===== config.mk =====
export PLATFORM = sky130hd
export DESIGN_NAME = mpq_cell
export DESIGN_NICKNAME = d
export VERILOG_FILES = /design/src/rtl/core/mpq_pkg.sv /design/src/rtl/core/mpq_cell.sv
export SDC_FILE = /design/constraint.sdc
export NUM_CORES = 1
export LEC_CHECK = 0
export BUFFER_PORTS_ARGS = -buffer_cell sky130_fd_sc_hd__buf_2
export CORE_ASPECT_RATIO = 1.1
export CORE_MARGIN = 1.5
export CORE_UTILIZATION = 49
export DETAILED_ROUTE_END_ITERATION = 8
export GPL_TIMING_DRIVEN = 0
export PLACE_DENSITY = 0.86
export SYNTH_ARGS = -nofsm -noshare
export SYNTH_HDL_FRONTEND = slang
export SYNTH_SLANG_ARGS = --single-unit

===== constraint.sdc =====
create_clock -name i_clk -period 6.13 [get_ports i_clk]
set_input_delay 1.226 -clock i_clk [delete_from_list [all_inputs] [get_ports i_clk]]
set_output_delay 1.226 -clock i_clk [all_outputs]
set_load 0.01 [all_outputs]

===== src/rtl/core/mpq_pkg.sv =====
// Package with the constants, opcodes and cell command type of the priority queue.
package mpq_pkg;

    localparam int CAPACITY = 64;
    localparam int VALUE_W  = 32;
    localparam int COUNT_W  = $clog2(CAPACITY + 1);

    typedef enum logic [1:0] {
        OP_PUSH     = 2'd0,
        OP_PEEK     = 2'd1,
        OP_POP      = 2'd2,
        OP_PEEK_ALT = 2'd3
    } t_opcode;

    // Command broadcast to every cell of the chain.
    typedef struct packed {
        logic                      push;
        logic                      pop;
        logic signed [VALUE_W-1:0] key;
    } t_cell_cmd;

endpackage


===== src/rtl/core/mpq_cell.sv =====
// One cell of the sorted chain: holds a value, takes a neighbor's value on push or pop.
module mpq_cell (
    input  logic                               i_clk,
    input  mpq_pkg::t_cell_cmd                 i_cmd,
    input  logic                               i_occupied,
    input  logic signed [mpq_pkg::VALUE_W-1:0] i_left_entry,
    input  logic                               i_left_stay,
    input  logic signed [mpq_pkg::VALUE_W-1:0] i_right_entry,
    output logic signed [mpq_pkg::VALUE_W-1:0] o_entry,
    output logic                               o_stay
);
    import mpq_pkg::*;

    logic signed [VALUE_W-1:0] r_entry;
    logic signed [VALUE_W-1:0] n_entry;

    // An empty cell counts as larger than any key.
    assign o_stay  = i_occupied && (r_entry <= i_cmd.key);
    assign o_entry = r_entry;

    always_comb begin
        n_entry = r_entry;
        if (i_cmd.push) begin
            if (!o_stay) begin
                // The key lands in the first cell whose left neighbor stays put.
                n_entry = i_left_stay ? i_cmd.key : i_left_entry;
            end
        end else if (i_cmd.pop) begin
            n_entry = i_right_entry;
        end
    end

    always_ff @(posedge i_clk) begin
        r_entry <= n_entry;
    end

endmodule


* Word-level counts from Yosys, hierarchy flattened
Index checks and enable logic that the tools add are counted.
Widths: inputs -> output; s select.
** Word-level totals
- Register bits after elaboration :: 32
- Input bits :: 101
- Output and inout bits :: 33
- Logic and storage cells :: 10
** Operators by class
- Magnitude comparators :: 1
- Eq/ne operators :: 1
- Multiplexer cells :: 4
- Reductions and logical operators :: 3
** Operators with widths (number)
- $mux 32 :: 4
- $le 32x32->1 :: 1
- $ne 2x2->1 const B :: 1
- $reduce_and 2->1 :: 1
- $reduce_bool 2->1 :: 1
- $logic_and 1x1->1 :: 1

* Longest topological paths before layout
- Depth after elaboration :: 4
- Gate-level depth with buffers :: 7
- Depth with buffers taken out :: 7

* Worst setup path before layout
Ideal clock, no wire load.
- Path type :: input port to flip-flop
- Start point :: input i_cmd[14] (netlist bit)
- End point :: register r_entry[0] (netlist: o_entry[0]) (enable)
- Library setup time :: 0.441 ns
- Data arrival time :: 4.083 ns
- Required time :: 5.689 ns
- Slack :: 1.606 ns
- Stages :: 7
- Buffers on the path :: 0
- Cells stage by stage :: inv_1 -> ha_1 -> nand4_1 -> nor4_2 -> a21boi_2 -> o31ai_2 -> a31oi_1
** Between the ends
- Longest elaborated chain between the ends :: 4
** Ends and longest elaborated chain
- from (decl) :: line mpq_cell.sv:4 : input mpq_pkg::t_cell_cmd i_cmd,
- $le 32x32->1 :: line mpq_cell.sv:18 : assign o_stay = i_occupied && (r_entry <= i_cmd.key);
- $logic_and 1x1->1 :: line mpq_cell.sv:18
- $ne 2x2->1 (no line)
- $reduce_and 2->1 (no line)
- to (signal assigned) :: line mpq_cell.sv:34 : r_entry <= n_entry;
- to (decl) :: line mpq_cell.sv:14 : logic signed [VALUE_W-1:0] r_entry;
No other way between the ends.
A chain may end at the register's enable or synchronous reset.

* Worst setup path in the final report
- Start point :: input i_cmd[29] (netlist bit)
- End point :: output o_stay
** Between the ends
- Longest elaborated chain between the ends :: 2
** Ends and longest elaborated chain
- $le 32x32->1 :: line mpq_cell.sv:18
- $logic_and 1x1->1 :: line mpq_cell.sv:18
- to (decl) :: line mpq_cell.sv:10 : output logic o_stay
No other way between the ends.

==> impl_summary.txt <==
----------------------------------------------------
[Synth]
  Share of the synthesized netlist area taken by xor and xnor gates ... 0%
  Adder and majority gate portion of the synthesized area ... 16.1%
  Nets in the synthesized netlist ... 389
  Combinational family with the most area after synthesis ... adder cells
  Complex-gate fraction of the synthesized area ... 14.0%
  Largest area contributor in the synthesized netlist ... sky130_fd_sc_hd__edfxtp_1
  Mean cell area of the mapped netlist ... 9.73 um2
  Count of cell types in the netlist ... 33
  Synth Instances ... 256
  Sequential fraction of the synthesis area ... 38.6%
  Basic-gate share of the synthesized area counting and, or, nand and nor cells ... 11.8%
  Number of warnings issued by yosys ... 0
  Top post-synthesis cells by area ... sky130_fd_sc_hd__edfxtp_1, sky130_fd_sc_hd__ha_1, sky130_fd_sc_hd__mux2i_1
  Share of the synthesized area in the top cell type ... 38.6%
  Number of synthesized register bits ... 32
  Post-synthesis mux area share ... 12.9%
  Post-synth design cell area ... 2490 um2

[Clock tree]
  Root buffer cell ... sky130_fd_sc_hd__clkbuf_8
  Setup bufs post-CTS ... 0
  CTS tree ... done
  H-tree depth ... 2
  Clock Path Buffers ... 2
  CTS hold repair buffers ... 0
  Number of buffers created by CTS ... 5
  Gates resized, CTS repair ... 0
  Clock-pin slew on the worst setup and hold paths ... 0.07 ns
  Worst skew pair latency ... 0.28 ns
  Number of clock sinks ... 32

[Die]
  Die H ... 77.8 um
  Die Span X ... 71.0 um
  Die outline area ... 5520 um2
  Row Count ... 27
  Top-Level Pins ... 134
  Effective utilization at floorplan ... 50.2%
  Core ar. ... 4970 um2

[Detailed routing]
  Mean number of vias per cell ... 5.25
  Post-route DRC ... 0
  Detail Route Antenna Nets ... 0
  Wirelength, routed ... 6.35 mm
  Pre-antenna DRT Iters ... 4
  1st-iter DRT viols ... 109
  Routed len/inst ... 14.0 um
  Number of vias in the routed layout ... 2376

[Final layout]
  NumNets Final ... 528
  Leading cell type in the layout, fill and taps excluded ... sky130_fd_sc_hd__buf_2
  Fraction of final layout cells with drive strength greater than 1 ... 37.2%
  Signed area change from the synthesized netlist to the final layout ... 34.1%
  Diode insertion count for antenna repair ... 0
  Most used cells in the layout excluding fill and tap cells ... sky130_fd_sc_hd__buf_2, sky130_fd_sc_hd__a21oi_1, sky130_fd_sc_hd__inv_1, sky130_fd_sc_hd__nor2_1
  Max reg flops ... 32
  Filler Cell Count ... 412
  Final design area excluding fillers ... 3340 um2

[Timing]
  Tcrit/Tclk final ... 69.3%
  Peak Freq ... 0.235 GHz
  Clock Skews ... 0.00756 ns
  Slew @ Worst Pin ... 0.698 ns
  Count of pins over their slew limit ... 0
  Final Hold Fails ... 0
  Max-Slew Margin vs Limit ... 53.4%
  Setup violation total in the final timing report ... 0
  Unrepaired setup endpoints after global routing ... no
  Final critical delay including setup and external delays ... 4.25 ns
  Sum Neg Setup Slack ... 0 ns

[Pwr]
  Largest vdd supply drop ... 127 uV
  Power density cells ... 192 nW/um2
  Overall power ... 642 uW
  Leakage ... 1.75 nW

[Setup path]
  Largest fanout on the critical path ... 2
  Crit path capture type ... primary output
  Worst endpoint data arrival time ... 3.02 ns
  Critical Setup Path Class ... in2out
  Req. time, crit path ... 4.90 ns
  Kind of start point of the critical path ... primary input

[Global routing]
  Initial antenna violation count ... 0
  Wire length of the first global-routing pass ... 10.2 mm
  Pin count of the biggest net entering global routing ... 18
  GR Util All Layers ... 23.5%
  Number of global-route vias before repair ... 2409
  Overall overflow remaining after global route ... 0

[Placed design]
  Half-perimeter wire length of the detailed placement result ... 5.17 mm
  Placer congestion estimate ... 0.810
  Port buffer count ... 131
  Placed Instance Area ... 3260 um2

[Flow run]
  Max cap viols ... 0

[Hold path]
  Hold Crit Class ... reg2reg

[Outcome]
  Run status ... complete, no violations

----------------------------------------------------
==> worst max-delay path: stages <==
cell and delay, ns:
sky130_fd_sc_hd__buf_2 0.09, sky130_fd_sc_hd__inv_1 0.04, sky130_fd_sc_hd__ha_1 0.29, sky130_fd_sc_hd__a21o_1 0.18, sky130_fd_sc_hd__a2111o_1 0.41, sky130_fd_sc_hd__nor4_1 0.43
sky130_fd_sc_hd__a31o_1 0.22, sky130_fd_sc_hd__buf_2 0.13
==> metrics by stage <==
stage	utilization, %	hold WS (ns)	setup slack [ns]	cells
global route	67.2	1.26	1.77	453
detailed placement	65.7	1.22	1.89	446
global placement	64.8	1.54	0.490	445
finish	67.2	1.23	1.88	453
floorplan	-	1.42	1.61	256
CTS	67.2	1.24	1.88	453
==> cell usage after synthesis <==
library cell,number
sky130_fd_sc_hd__and2_1,1
sky130_fd_sc_hd__a31o_1,1
sky130_fd_sc_hd__edfxtp_1,32
sky130_fd_sc_hd__nand2_1,4
sky130_fd_sc_hd__a21boi_2,1
sky130_fd_sc_hd__mux2i_1,32
sky130_fd_sc_hd__a32oi_1,1
sky130_fd_sc_hd__nor3_4,1
sky130_fd_sc_hd__ha_1,32
sky130_fd_sc_hd__nor4_2,1
sky130_fd_sc_hd__nor4_1,2
sky130_fd_sc_hd__nand3_1,5
sky130_fd_sc_hd__nor2_1,33
sky130_fd_sc_hd__buf_2,3
sky130_fd_sc_hd__a211oi_1,1
sky130_fd_sc_hd__nand4_4,1
sky130_fd_sc_hd__o211ai_1,1
sky130_fd_sc_hd__buf_1,3
sky130_fd_sc_hd__a221o_1,1
sky130_fd_sc_hd__o22ai_1,1
sky130_fd_sc_hd__clkbuf_1,5
sky130_fd_sc_hd__o31ai_2,1
sky130_fd_sc_hd__inv_1,33
sky130_fd_sc_hd__and2b_1,1
sky130_fd_sc_hd__and4_1,1
sky130_fd_sc_hd__or2_1,1
sky130_fd_sc_hd__a21o_1,5
sky130_fd_sc_hd__a2111o_1,1
sky130_fd_sc_hd__nor2b_1,1
sky130_fd_sc_hd__a21oi_1,43
sky130_fd_sc_hd__a31oi_1,1
sky130_fd_sc_hd__o21ai_0,1
sky130_fd_sc_hd__nand4_1,5
==> metal layers <==
metal  global-route usage [%]  vias to the layer above  share of wire, %
met5                        0                        -                 0
met1                     25.8                     1076                40
li1                         -                     1201                 -
met3                     5.58                        6               6.3
met4                     6.98                        0              0.79
met2                     44.3                       93                53
==> power breakdown <==
group	switching, mW	total (mW)	internal (mW)
registers	0.0121	0.285	0.273
logic	0.110	0.205	0.0950
clock network	0.0756	0.153	0.0771
total	0.197	0.642	0.445
==> cell families (layout without fill, tap and decap cells) <==
group / after synthesis / in the layout
adder cells (fa/ha/maj): 32 / 32
flip-flops: 32 / 32
multiplexers: 32 / 32
AND/OR/NAND/NOR: 57 / 57
AO/OA/AOI/OAI: 59 / 59
buffers and inverters: 44 / 183
==> worst paths after layout <==
kind | from | end | slack (ns) | cells after the start
hold / removal | o_entry[31] | o_entry[24] | 1.23 | 4
hold reg to reg | o_entry[31] | o_entry[24] | 1.23 | 4
setup reg to reg | o_entry[14] | o_entry[8] | 3.36 | 7
setup / recovery | i_cmd[29] | o_stay | 1.88 | 8
==> layout make-up <==
class | instances | area, um2 | share of cell area [%]
Clock buffer | 6 | 72.6 | 2.17
Sequential cell | 32 | 961 | 28.8
Multi-Input combinational cell | 180 | 1380 | 41.2
Timing Repair Buffer | 132 | 683 | 20.5
Clock inverter | 1 | 5.00 | 0.150
Buffer | 11 | 45.0 | 1.35
Inverter | 33 | 124 | 3.71
Tap cell | 58 | 72.6 | 2.17
Power figures use the tool's default switching activity.
